## src/sv/cse_pkg.sv

```systemverilog
// Shared types, constants and register codes for the CAN signal extract and scale block.
package cse_pkg;

  localparam int unsigned PAYLOAD_BYTES_DEF = 8;
  localparam int unsigned QUEUE_DEPTH_DEF   = 2;

  localparam int unsigned RAW_W      = 64;
  localparam int unsigned SCALED_W   = 64;
  localparam int unsigned BYTES_W    = 4;
  localparam int unsigned START_W    = 6;
  localparam int unsigned LEN_W      = 7;
  localparam int unsigned FACTOR_W   = 32;
  localparam int unsigned OFFSET_W   = 48;
  localparam int unsigned CFG_IDX_W  = 3;
  localparam int unsigned CFG_DATA_W = 48;

  localparam logic [START_W-1:0]         START_RST  = '0;
  localparam logic [LEN_W-1:0]           LEN_RST    = 7'd8;
  localparam logic                       ORDER_RST  = 1'b1;
  localparam logic                       SIGNED_RST = 1'b0;
  localparam logic signed [FACTOR_W-1:0] FACTOR_RST = 32'sd65536;
  localparam logic signed [OFFSET_W-1:0] OFFSET_RST = '0;

  typedef enum logic [CFG_IDX_W-1:0] {
    REG_START_POSITION = 3'd0,
    REG_FIELD_LENGTH   = 3'd1,
    REG_ORDER_SELECT   = 3'd2,
    REG_SIGNED_MODE    = 3'd3,
    REG_SCALE_FACTOR   = 3'd4,
    REG_SCALE_OFFSET   = 3'd5
  } cse_reg_e;

  // Field walk settings used by the front end.
  typedef struct packed {
    logic [START_W-1:0] start_position;
    logic [LEN_W-1:0]   field_length;
    logic               order_select;
    logic               signed_mode;
  } cse_field_cfg_t;

  // Scaling settings used by the back end.
  typedef struct packed {
    logic signed [FACTOR_W-1:0] scale_factor;
    logic signed [OFFSET_W-1:0] scale_offset;
  } cse_scale_cfg_t;

  // Classified item handed from front to back.
  typedef struct packed {
    logic [RAW_W-1:0]        raw_bits;
    logic signed [RAW_W:0]   field_value;
    logic                    out_of_bounds;
  } cse_item_t;

endpackage

```

## src/sv/cse_queue.sv

```systemverilog
// Short item queue between the front end and the scaling back end.
module cse_queue #(
  parameter int unsigned DEPTH = cse_pkg::QUEUE_DEPTH_DEF
) (
  input  logic                clk_i,
  input  logic                rst_ni,
  input  logic                push_valid_i,
  output logic                push_ready_o,
  input  cse_pkg::cse_item_t  push_item_i,
  output logic                pop_valid_o,
  input  logic                pop_ready_i,
  output cse_pkg::cse_item_t  pop_item_o
);
  import cse_pkg::*;

  localparam int unsigned PtrW = (DEPTH > 1) ? $clog2(DEPTH) : 1;
  localparam int unsigned CntW = $clog2(DEPTH + 1);
  localparam logic [PtrW-1:0] LastPtr = PtrW'(DEPTH - 1);
  localparam logic [CntW-1:0] Full    = CntW'(DEPTH);

  cse_item_t       slots_q [DEPTH];
  logic [PtrW-1:0] wr_ptr_q, wr_ptr_d;
  logic [PtrW-1:0] rd_ptr_q, rd_ptr_d;
  logic [CntW-1:0] cnt_q, cnt_d;
  logic            push, pop;

  assign push_ready_o = (cnt_q != Full);
  assign pop_valid_o  = (cnt_q != '0);
  assign pop_item_o   = slots_q[rd_ptr_q];
  assign push         = push_valid_i && push_ready_o;
  assign pop          = pop_valid_o && pop_ready_i;

  always_comb begin
    wr_ptr_d = wr_ptr_q;
    rd_ptr_d = rd_ptr_q;
    cnt_d    = cnt_q;
    if (push) begin
      wr_ptr_d = (wr_ptr_q == LastPtr) ? '0 : wr_ptr_q + 1'b1;
    end
    if (pop) begin
      rd_ptr_d = (rd_ptr_q == LastPtr) ? '0 : rd_ptr_q + 1'b1;
    end
    if (push && !pop) begin
      cnt_d = cnt_q + 1'b1;
    end else if (pop && !push) begin
      cnt_d = cnt_q - 1'b1;
    end
  end

  always_ff @(posedge clk_i or negedge rst_ni) begin
    if (!rst_ni) begin
      wr_ptr_q <= '0;
      rd_ptr_q <= '0;
      cnt_q    <= '0;
    end else begin
      wr_ptr_q <= wr_ptr_d;
      rd_ptr_q <= rd_ptr_d;
      cnt_q    <= cnt_d;
    end
  end

  always_ff @(posedge clk_i) begin
    if (push) begin
      slots_q[wr_ptr_q] <= push_item_i;
    end
  end

  a_cnt_bound: assert property (@(posedge clk_i) disable iff (!rst_ni)
    cnt_q <= Full)
    else $error("queue count beyond depth");

  a_cnt_track: assert property (@(posedge clk_i) disable iff (!rst_ni)
    (push && !pop) |=> cnt_q == $past(cnt_q) + 1'b1)
    else $error("queue count missed a push");

endmodule

```

## config.mk

```make
export PLATFORM = sky130hd
export DESIGN_NAME = cse_queue
export DESIGN_NICKNAME = d
export VERILOG_FILES = /design/src/sv/cse_pkg.sv /design/src/sv/cse_queue.sv
export SDC_FILE = /design/constraint.sdc
export NUM_CORES = 1
export LEC_CHECK = 0
export BUFFER_PORTS_ARGS = -buffer_cell sky130_fd_sc_hd__buf_2
export CORE_MARGIN = 3
export CORE_UTILIZATION = 44
export CTS_BUF_LIST = sky130_fd_sc_hd__clkbuf_2 sky130_fd_sc_hd__clkbuf_4 sky130_fd_sc_hd__clkbuf_8
export DETAILED_ROUTE_END_ITERATION = 10
export PLACE_DENSITY = 0.65
export SLEW_MARGIN = 40
export SYNTH_ARGS = -nofsm -noshare
export SYNTH_HDL_FRONTEND = slang
export SYNTH_SLANG_ARGS = --single-unit
```

## constraint.sdc

```tcl
create_clock -name clk_i -period 8.5 [get_ports clk_i]
set_clock_uncertainty 0.1 [all_clocks]
set_input_delay 2.125 -clock clk_i [delete_from_list [all_inputs] [get_ports clk_i]]
set_output_delay 2.125 -clock clk_i [all_outputs]
set_load 0.05 [all_outputs]
```

==> impl_metrics.yaml <==
run_status:
  status: "complete, no violations"
synthesis:
  synth_cells: 423
  synth_area_leaders: "edfxtp_1, mux2_4, mux2_2"
  synthMuxAreaShare_pct: 18.1
  synth_common_cells: "edfxtp_1, mux2_4, mux2_2"
  synth_top_family_by_area: "multiplexers"
  synth_compound_area_share_pct: 0
  synthSimpleGateAreaFrac_pct: 0.339
  yosysMostFrequentCell: "edfxtp_1"
  seq_area_frac_synth_pct: 79.5
  synthXorXnorAreaFrac_pct: 0.440
  synth_edf_count: 260
  yosysUniqueCellTypes: 16
  synthAdderAreaFrac_pct: 0.126
  synthesis.area_um2: 9950
  syn_nets: 558
  synth_seq_cells: 264
  ys.flop_type: "edfxtp_1"
  yosys.area.top_type: "edfxtp_1"
  synth_warnings: 0
  syn_area_per_cell_um2: 23.5
  synth.top_cell.area_share_pct: 78.5
  async_flop_share_pct: 1.52
die:
  placeableCoreArea_um2: 22000
  num_rows: 54
  initial_utilization_pct: 45.2
  die_area_um2: 24500
  io_pins: 266
  chipHeight_um: 156
  die_w_um: 156
placement:
  place_area_um2: 11500
  place.gp.congestion: 0.727
  numPortBuffers: 265
  hpwl_um: 12400
global_route:
  grt_overflow_total: 0
  grtUsageTotal_pct: 14.6
  grt_max_degree: 76
  grt_pass1_wl_um: 27900
  antenna_found_initial: 2
  grt_pass1_vias: 5333
clock_tree:
  cts_resized: 0
  clock_sinks: 264
  clkTransAtPathRegs_ns: 0.06
  htreeDepth: 2
  clock_path_buffers: 3
  cts_made_buffers: 43
  cts_hold_buf: 0
  clockRootBuffer: "clkbuf_8"
  cts_tree: "done"
  post_cts_buffers: 0
  clock_latency_ns: 0.51
power:
  total_power_mw: 5.06
  p_leak_nw: 4.89
  power.density_nw_per_um2: 410
  ir_drop_uv: 305
timing:
  tns_ns: 0
  slew-limit-headroom_pct: 47.0
  setup_viol: 0
  max_freq_mhz: 217
  rsz0062_at_grt: "no"
  tightestPinTransition_ns: 0.794
  finalHoldViolCount: 0
  period_needed_ns: 4.61
  slew_viol_final: 0
  period_share_pct: 54.3
finish:
  fin_area_um2: 12300
  nets: 858
  area_growth_pct: 24.0
  final-seq-area_um2: 7910
  drive_above_1_share_pct: 62.1
  postLayoutCoreUtil_pct: 56.0
  multi_input_area_um2: 1900
  num-fill-cells: 1715
detailed_routing:
  dr.pass1.iters: 4
  routed-via-count: 4972
  vias_per_cell: 4.81
  drc: 0
  routed_wirelength_um: 18700
  wl_per_cell_um: 18.0
  drtIter0Drc: 244
  ant_nets: 0
min_path:
  min_path_type: "flip-flop to flip-flop"
worst_setup_path:
  r2r_setup_slack_ns: 5.98
  cp.required_ns: 6.28
  cp_max_fo: 64
  crit_type: "flip-flop to output port"
  crit_arrival_ns: 2.39
  end_kind: "output port"
  cp-start-kind: "flip-flop"
run:
  drv_cap: 0
## routing by layer
metal / GRT usage, % / up-vias / routed length, um
li1: - / 2287 / -
met4: 5.84 / 0 / 573
met5: 0 / - / 0
met3: 4.59 / 44 / 1620
met2: 24.0 / 229 / 9050
met1: 18.0 / 2412 / 7410
## kinds of logic after synthesis
family | after synthesis
buffers and inverters | 16
DFF | 264
and+or+nand+nor | 7
adders and majority gates | 1
muxes | 130
xor gates and xnor gates | 5
## path summary, 6_finish.rpt
kind,start,end,cells after the start
max in group asynchronous,rst_ni,rd_ptr_q,1
setup reg to reg,cnt_q[0],slots_q[1][97],3
hold / removal,cnt_q[1],cnt_q[1],1
setup / recovery,rd_ptr_q,pop_item_o[113],3
hold reg to reg,cnt_q[1],cnt_q[1],1
min in group asynchronous,rst_ni,rd_ptr_q,1
## layout by cell type (no fill, tap or decap)
cell | netlist | final
buf_2 | 4 | 265
edfxtp_1 | 260 | 260
mux2_4 | 90 | 90
clkbuf_8 | 0 | 43
mux2_2 | 40 | 40
clkbuf_4 | 0 | 18
clkinv_1 | 0 | 11
buf_6 | 10 | 5
diode_2 | 0 | 3
xnor2_1 | 3 | 3
dfrtp_1 | 4 | 3
nand2_1 | 2 | 2
xor2_1 | 2 | 2
nand2b_1 | 1 | 1
inv_1 | 1 | 1
or2_2 | 1 | 1
and3_4 | 0 | 1
nor2_4 | 0 | 1
nor2_1 | 2 | 1
ha_1 | 1 | 1
clkinvlp_4 | 0 | 1
dfrtp_4 | 0 | 1
## power by group
group	switching [mW]	total, mW	internal, mW
clock	0.447	0.991	0.545
combinational	1.54	2.20	0.657
sequential	0.0848	1.87	1.78
## cell type report
cell class / count / area share, %
Tap cell: 280 / 2.84
Clock inverter: 12 / 0.396
Clock buffer: 61 / 5.89
Antenna cell: 3 / 0.0609
Sequential cell: 264 / 64.1
Timing Repair Buffer: 270 / 11.2
Inverter: 1 / 0.0304
Multi-Input combinational cell: 143 / 15.4
## sequential cells by signal (all words and copies together), names as in the netlist
| register | count |
|---|---|
| cnt_q | 2 |
| rd_ptr_q | 1 |
| slots_q | 260 |
| wr_ptr_q | 1 |
## through the flow
stage / worst slack, ns / hold slack (ns) / instances
floorplan: 0.139 / 0.356 / 423
global placement: 4.12 / 0.374 / 958
detailed placement: 4.33 / 0.421 / 958
CTS: 3.84 / 0.430 / 1031
global route: 3.77 / 0.459 / 1033
finish: 3.89 / 0.418 / 1034
## critical path, stage by stage (launching register included)
cell and delay, ns:
dfrtp_4 0.57, buf_6 0.58, mux2_2 0.41, buf_2 0.21
Note: power is estimated with default switching activity, not from simulation.
